<file path="config.mk">
export PLATFORM = sky130hd
export DESIGN_NAME = wttq_ctrl
export DESIGN_NICKNAME = d
export VERILOG_FILES = /design/src/hw/rtl/wttq_pkg.sv /design/src/hw/rtl/wttq_ctrl.sv
export SDC_FILE = /design/constraint.sdc
export NUM_CORES = 1
export LEC_CHECK = 0
export BUFFER_PORTS_ARGS = -buffer_cell sky130_fd_sc_hd__buf_4
export CORE_AREA = 2 2 39 41
export DETAILED_ROUTE_END_ITERATION = 8
export DIE_AREA = 0 0 41 43
export PLACE_DENSITY_LB_ADDON = 0.2
export SLEW_MARGIN = 30
export SYNTH_ARGS = -nofsm -noshare
export SYNTH_HDL_FRONTEND = slang
export SYNTH_SLANG_ARGS = --single-unit
</file>
<file path="constraint.sdc">
create_clock -name clk -period 2.13 [get_ports clk]
set_input_delay 0.213 -clock clk [delete_from_list [all_inputs] [get_ports clk]]
set_output_delay 0.213 -clock clk [all_outputs]
set_load 0.005 [all_outputs]
</file>
<file path="src/hw/rtl/wttq_pkg.sv">
// Shared types and constants of the weighted two-level task queue.
// Used by wttq_ctrl, wttq_dp and weighted_two_level_task_queue_core.
package wttq_pkg;

	// Field widths of the beats.
	localparam int ID_W     = 4;
	localparam int CTX_W    = 32;
	localparam int STATUS_W = 3;
	localparam int MASK_W   = 16;
	localparam int TURN_W   = 8;
	localparam int COPY_W   = 7;
	localparam int ENTRY_W  = ID_W + CTX_W;
	localparam int IN_TDATA_W  = 40;
	localparam int OUT_TDATA_W = 48;
	localparam int CFG_IDX_W   = 2;

	localparam logic [COPY_W-1:0] COPY_MAX = 7'd127;

	// Result status codes.
	localparam logic [STATUS_W-1:0] ST_OK      = 3'd0;
	localparam logic [STATUS_W-1:0] ST_ALREADY = 3'd1;
	localparam logic [STATUS_W-1:0] ST_FULL    = 3'd2;
	localparam logic [STATUS_W-1:0] ST_BAD_ID  = 3'd3;
	localparam logic [STATUS_W-1:0] ST_EMPTY   = 3'd4;

	// Configuration register indexes.
	localparam logic [CFG_IDX_W-1:0] CFG_UPPER_TURNS = 2'd0;
	localparam logic [CFG_IDX_W-1:0] CFG_LOWER_MASK  = 2'd1;
	localparam logic [CFG_IDX_W-1:0] CFG_MULTI_MASK  = 2'd2;

	// Input mode codes.
	localparam logic MODE_ADD      = 1'b0;
	localparam logic MODE_DISPATCH = 1'b1;

	// Queue levels.
	localparam logic LEVEL_UPPER = 1'b0;
	localparam logic LEVEL_LOWER = 1'b1;

	typedef enum logic [2:0] {
		S_IDLE = 3'b001,
		S_EXEC = 3'b010,
		S_POP  = 3'b100
	} state_t;

	// Commands from the controller to the datapath.
	typedef struct packed {
		logic load;         // capture the input beat
		logic exec_add;     // commit an add and post its result
		logic exec_disp;    // pick a level, pop the head pointer, read the entry
		logic finish_disp;  // retire the popped entry and post its result
	} cmd_t;

	// Status from the datapath to the controller.
	typedef struct packed {
		logic mode;         // mode of the captured beat
		logic out_busy;     // output register holds a beat that is not taken
	} sts_t;

endpackage

</file>
<file path="src/hw/rtl/wttq_ctrl.sv">
// Sequencer of the weighted two-level task queue.
// Depends on wttq_pkg for the state and command types.
module wttq_ctrl (
	input  logic           clk,
	input  logic           arst_n,
	input  logic           in_valid,
	output logic           in_ready,
	input  wttq_pkg::sts_t sts,
	output wttq_pkg::cmd_t cmd
);

	wttq_pkg::state_t state_q, state_d;

	always_ff @(posedge clk or negedge arst_n) begin
		if (!arst_n) begin
			state_q <= wttq_pkg::S_IDLE;
		end else begin
			state_q <= state_d;
		end
	end

	always_comb begin
		state_d  = state_q;
		cmd      = '0;
		in_ready = 1'b0;
		unique case (state_q)
			wttq_pkg::S_IDLE: begin
				in_ready = 1'b1;
				if (in_valid) begin
					cmd.load = 1'b1;
					state_d  = wttq_pkg::S_EXEC;
				end
			end
			wttq_pkg::S_EXEC: begin
				if (sts.mode == wttq_pkg::MODE_DISPATCH) begin
					cmd.exec_disp = 1'b1;
					state_d       = wttq_pkg::S_POP;
				end else if (!sts.out_busy) begin
					cmd.exec_add = 1'b1;
					state_d      = wttq_pkg::S_IDLE;
				end
			end
			wttq_pkg::S_POP: begin
				// hold until the output register can take the result
				if (!sts.out_busy) begin
					cmd.finish_disp = 1'b1;
					state_d         = wttq_pkg::S_IDLE;
				end
			end
			default: begin
				state_d = wttq_pkg::S_IDLE;
			end
		endcase
	end

endmodule

</file>
==> flow_summary.yaml, run 1 <==
outcome:
  status: "complete, no violations"
logic_synthesis:
  synthCells: 20
  yosys.area_share.simple: 0.4011
  synthXorXnorAreaFrac: 0.03955
  syn_area_sq_um: 221.5
  synth_mux_area_frac: 0
  synth_compound_area_frac: 0.1130
  synth-seq-cells: 3
  synth_top_family_by_area: "simple AND/OR/NAND/NOR gates"
  syn_avg_cell_area_sq_um: 11.07
  synth.distinct_cells: 16
  synth_fp_nets: 25
  synth_fa_ha_area_frac: 0
  yosysWarnings: 0
  ys_seq_area_frac: 0.3446
global_routing:
  met2_usage: 0.1031
  grt-busiest-layer: "met2"
  grt_pass1_wl_microns: 897
  grt_use_met1: 0.08414
  grt_overflow: 0
  grt.total_usage: 0.08350
  grt_max_degree: 11
  grt_util_met3: 0.06283
  grt_pass1_vias: 217
  antenna_found_initial: 0
clock_tree:
  cts_setup_buffers: 0
  numCtsBuffers: 3
  cts_root_buffer: "clkbuf_4"
  cts.sinks: 3
  clockBufferDepth: 2
  htreeDepth: 1
  clk_pin_slew_ps: 40
  cts_tree: "built"
  post_cts_resized: 0
  insertion_delay_ps: 230
timing:
  maxSlewHeadroom: 0.8214
  rsz0062_at_grt: "no"
  period_minus_slack_ps: 1423
  tns_ps: 0
  fmax_mhz: 702.9
  finalHoldViolCount: 0
  timing.final.ws_setup_ps: 707.3
  finalClockSkew_ps: 1.861
  finalCritPeriodShare: 0.6679
  setup_violations: 0
  worst_pin_slew_ps: 264.1
  timing.hold.ws_ps: 191.8
  slew_viol_final: 0
route:
  wl_per_cell_microns: 9.792
  ant_nets: 0
  dr_total_vias: 203
  dr.first_iter.drc_count: 1
  drt_first_pass_iters: 2
  drt_drc_violations_left: 0
  routed_via_density: 4.229
  wirelength_microns: 470
critical_path:
  cp.arrival_ps: 1210
  cp-start-kind: "flop"
  cp_top_family: "flip-flops"
  ff2ff_path_depth: 2
  cp.required_ps: 1920
  worst_path_max_delay_cell: "dfstp_2"
  crit_chain: "and4bb_2 > buf_4"
  path_class: "reg2out"
  cp_num_cells: 2
  path_buf_inv: 1
  worst_setup_path_end_kind: "output pin"
  r2r_slack_ps: 990
  critPathMaxFanout: 8
  cp_slowest_stage_delay_ps: 570
finish:
  area_growth_pct: 47.46
  layout.nets: 38
  num-fill-cells: 160
  final_area_sq_um: 326.6
  layout-drive-gt1-share: 0.5000
  regMostFlops: "state_q"
  largest_reg_flops: 3
  final_cell_count_no_fill: 48
  reg_top3: "state_q x3"
  fin_util: 0.2360
  diodes: 0
power:
  p_switching_mw: 0.1103
  switching_share: 0.3176
  p_per_area_mw_per_mm2: 1064
  peakVddDrop_mv: 0.2356
  clockPowerShare: 0.282
  p_leak_nw: 0.1401
  finalPower_mw: 0.3473
  combPwrFrac: 0.370
  p_int_mw: 0.2370
  p_seq_frac: 0.348
place:
  portBuffers: 9
  place_ws_ps: 944.3
  gp_congestion: 0.7247
  place_area_sq_um: 290.3
  place_inst: 43
job:
  cap_violations: 0
floorplan:
  die_h_microns: 43
  core_sq_mm: 0.001384
  pin_count: 10
  rows: 14
  start_util: 0.1600
  die-area_sq_mm: 0.001763
  die_w_microns: 41
hold_path:
  worstHoldPathCells: 2
  hold_class: "in2reg"
## worst register-to-register path, cell delays in order (launching register included)
cell and delay, ps:
dfstp_2 570, and4bb_2 270, a311oi_2 210
## worst paths after layout
check | startpoint | end
max reg2reg | state_q[0] | state_q[0]
max | state_q[0] | cmd[1]
min | sts[0] | state_q[0]
max in group asynchronous | arst_n | state_q[0]
min in group asynchronous | arst_n | state_q[2]
min reg2reg | state_q[0] | state_q[2]
## cell usage in the layout, fill, tap and decap left out
cell / count
nor4_1: 1
buf_4: 9
dfstp_2: 1
inv_1: 1
nor3_1: 1
nand2b_1: 1
nand3b_1: 3
dlygate4sd3_1: 1
a311oi_2: 1
a21oi_1: 2
nand4bb_1: 1
xor2_1: 1
nor4b_1: 1
dfrtp_1: 2
clkbuf_4: 3
and4bb_2: 1
clkbuf_1: 1
and4bb_4: 1
## metal layers
metal  share of wire  vias up
met5               0        -
met4               0        0
met3           0.015        0
met2            0.56        3
met1            0.43      100
li1                -      100
## cell families (layout without fill, tap and decap cells)
| logic type | after synthesis | count (layout) |
|---|---|---|
| compound gates | 3 | 3 |
| xor+xnor | 1 | 1 |
| simple gates | 10 | 10 |
| buf+inv | 3 | 15 |
| flops | 3 | 3 |
## cells in the mapped netlist, drive strengths merged
cell type  count  area, sq um
a21oi          2        10.01
a311oi         1        15.01
and4bb         2        28.78
buf            2        18.77
dfrtp          2        50.05
dfstp          1        26.28
inv            1        3.750
nand2b         1        6.260
nand3b         3        22.52
nand4bb        1        11.26
nor3           1        5.000
nor4           1        6.260
nor4b          1        8.760
xor2           1        8.760
## final cells by class
class                      instances  area, sq um  area share
multi-input combinational         14        122.6      0.3755
timing repair buffer              10        77.57      0.2375
tap                               16        20.02     0.06130
inverter                           1        3.754     0.01149
sequential                         3        76.32      0.2337
clock buffer                       4        26.28     0.08046
## power groups by stage
stage               Combinational, mW  Sequential (mW)  Clock, mW
global placement                0.129            0.122          0
global route                    0.139            0.129      0.116
finish                          0.129            0.121     0.0979
floorplan                       0.111           0.0962          0
CTS                             0.132            0.122      0.104
detailed placement              0.129            0.122          0
## timing repair
item                                    in CTS  in global routing
hold buffers                                 1                  0
hold endpoints to repair                     3                  0
endpoints found under the setup margin       0                  0
Power figures use the tool's default switching activity.
==> run 2, diff against run 1 <==
- ABC_AREA: default -> 1
- clock period: 2.13 -> 1.4 ns (I/O delays scaled with it)
==> run 2 against run 1 <==
  * Sequential share of layout area decreased by 0.18 points
  * Register-to-register slack got worse by 530 ps
  * Critical endpoint is now cmd[0]
  * Core utilization increased by 0.18 points
  * Critical path type unchanged
  * Clock skew decreased by 1.2 ps
  * Setup slack got worse by 550 ps
==> flow_summary.yaml, run 2 <==
outcome:
  status: "complete, no violations"
clock_tree:
  cts_setup_buffers: 0
  cts_tree: "built"
  insertion_delay_ps: 230
  numCtsBuffers: 3
  htreeDepth: 1
  post_cts_resized: 0
  cts-hold-fix-buffers: 1
  clockBufferDepth: 2
  cts.sinks: 3
  cts_root_buffer: "clkbuf_4"
  clk_pin_slew_ps: 40
route:
  dr.first_iter.drc_count: 1
  routed_via_density: 3.603
  wirelength_microns: 440
  drt_first_pass_iters: 2
  ant_nets: 0
  drt_drc_violations_left: 0
  wl_per_cell_microns: 6.984
  dr_total_vias: 227
power:
  p_per_area_mw_per_mm2: 1630
  peakVddDrop_mv: 0.4600
  p_leak_nw: 0.1933
  finalPower_mw: 0.5363
timing:
  rsz0062_at_grt: "no"
  finalClockSkew_ps: 0.6665
  slew_viol_final: 0
  maxSlewHeadroom: 0.8957
  finalCritPeriodShare: 0.8905
  finalHoldViolCount: 0
  fmax_mhz: 802.1
  worst_pin_slew_ps: 156.2
  setup_violations: 0
  period_minus_slack_ps: 1247
  tns_ps: 0
floorplan:
  die_w_microns: 41
  die-area_sq_mm: 0.001763
  core_sq_mm: 0.001384
  die_h_microns: 43
  rows: 14
  pin_count: 10
  start_util: 0.1483
global_routing:
  antenna_found_initial: 0
  grt_pass1_vias: 228
  grt_max_degree: 7
  grt_pass1_wl_microns: 724
  grt_overflow: 0
  grt.total_usage: 0.06640
logic_synthesis:
  synth_top_area_share: 0.2439
  synth-seq-cells: 3
  synth_fp_nets: 38
  ys_seq_area_frac: 0.3720
  yosysMostFrequentCell: "inv_1"
  synth_top_area_cell: "dfrtp_1"
  synth_edf_count: 0
  synth.distinct_cells: 12
  synthFlopType: "dfrtp_1"
  yosysWarnings: 0
  async_flop_share: 1.000
  synth_commonest_cells: "inv_1 (8), nand2_1 (5), nand3_1 (5), nor2_1 (5)"
  synthCells: 33
  synthTopCellsByArea: "dfrtp_1 (24%), inv_1 (15%), dfstp_2 (13%)"
  syn_avg_cell_area_sq_um: 6.218
  syn_area_sq_um: 205.2
critical_path:
  critPathMaxFanout: 6
  path_class: "reg2out"
  cp.arrival_ps: 1110
  worst_setup_path_end_kind: "output pin"
  worst_path_max_delay_cell: "dfstp_2"
  crit_chain: "nor2_1 > nand3_1 > inv_1 > buf_4"
  cp_top_family: "flip-flops"
  cp-start-kind: "flop"
  cp_slowest_stage_delay_ps: 560
  path_buf_inv: 2
  cp.required_ps: 1260
finish:
  largest_reg_flops: 3
  reg_top3: "state_q x3"
  layout_commonest_cell: "buf_4"
  area_growth_pct: 60.37
  layout.nets: 53
  layout.cells.most_common_list: "buf_4 (9), inv_1 (8), nand3_1 (5), nand2_1 (5), nor2_1 (5)"
  layout-drive-gt1-share: 0.3191
  diodes: 0
  num-fill-cells: 169
  regMostFlops: "state_q"
hold_path:
  hold_class: "in2reg"
place:
  hpwlAfterDp_microns: 381.1
  portBuffers: 9
  gp_congestion: 0.6749
job:
  cap_violations: 0
## run 2: changes by cell type after synthesis, moves of 2 or more
cell / delta
inv_1: +7
nand2_1: +5
nand3_1: +5
nand3b_1: -3
nor2_1: +5
o21ai_0: +2
## run 2: through the flow
| step | hold WS [ps] | utilization | area, sq um | setup WS (ps) | instances |
|---|---|---|---|---|---|
| final | 182.4 | 0.2378 | 329.1 | 153.3 | 63 |
| after detailed placement | -67.03 | 0.2116 | 292.8 | 391.8 | 58 |
| after CTS | 184.8 | 0.2378 | 329.1 | 136.7 | 63 |
| after global routing | 210.2 | 0.2378 | 329.1 | 87.66 | 63 |
| after floorplan | -155.6 | - | 205.2 | 494.0 | 33 |
| after global placement | -68.03 | 0.2116 | 292.8 | 380.6 | 58 |
## run 2: path summary, 6_finish.rpt
check,start,endpoint,slack [ps],depth (start not counted)
setup / recovery,state_q[0],cmd[0],150,4
hold / removal,in_valid,state_q[1],180,3
setup reg to reg,state_q[0],state_q[1],460,3
hold reg to reg,state_q[2],state_q[2],580,2
max in group asynchronous,arst_n,state_q[0],980,2
min in group asynchronous,arst_n,state_q[2],240,2
## run 2: cell families (layout without fill, tap and decap cells)
group / after synthesis / count (layout) / synth area share
AO/OA/AOI/OAI: 4 / 4 / 0.09752
buffers and inverters: 9 / 23 / 0.1646
flip-flops: 3 / 3 / 0.3720
AND/OR/NAND/NOR: 17 / 17 / 0.3659
## run 2: worst reg2reg max path, stage by stage, from the launching register on
cell	delay, ps
dfstp_2	560
nand3_1	120
nor2_1	100
a21oi_1	50
## run 2: routing by layer
| metal | up-vias | track usage | part of all wire |
|---|---|---|---|
| li1 | 129 | - | - |
| met1 | 93 | 0.05178 | 0.39 |
| met2 | 5 | 0.1094 | 0.54 |
| met3 | 0 | 0.01571 | 0.070 |
| met4 | 0 | 0.08000 | 0 |
| met5 | - | 0 | 0 |
## run 2: report_power, final
part | switching, mW | total [mW] | internal [mW]
Combinational | 0.117 | 0.222 | 0.105
Clock | 0.0416 | 0.148 | 0.107
Sequential | 0.0352 | 0.166 | 0.131
Total | 0.194 | 0.536 | 0.342
## run 2: final cells by class
class                   instances  area [sq um]  area share
clock buffers                   4         26.28     0.07985
inverters                       9         33.78      0.1027
multi-input cells              21         95.09      0.2890
flip-flops and latches          3         76.32      0.2319
well taps                      16         20.02     0.06084
repair buffers                 10         77.57      0.2357
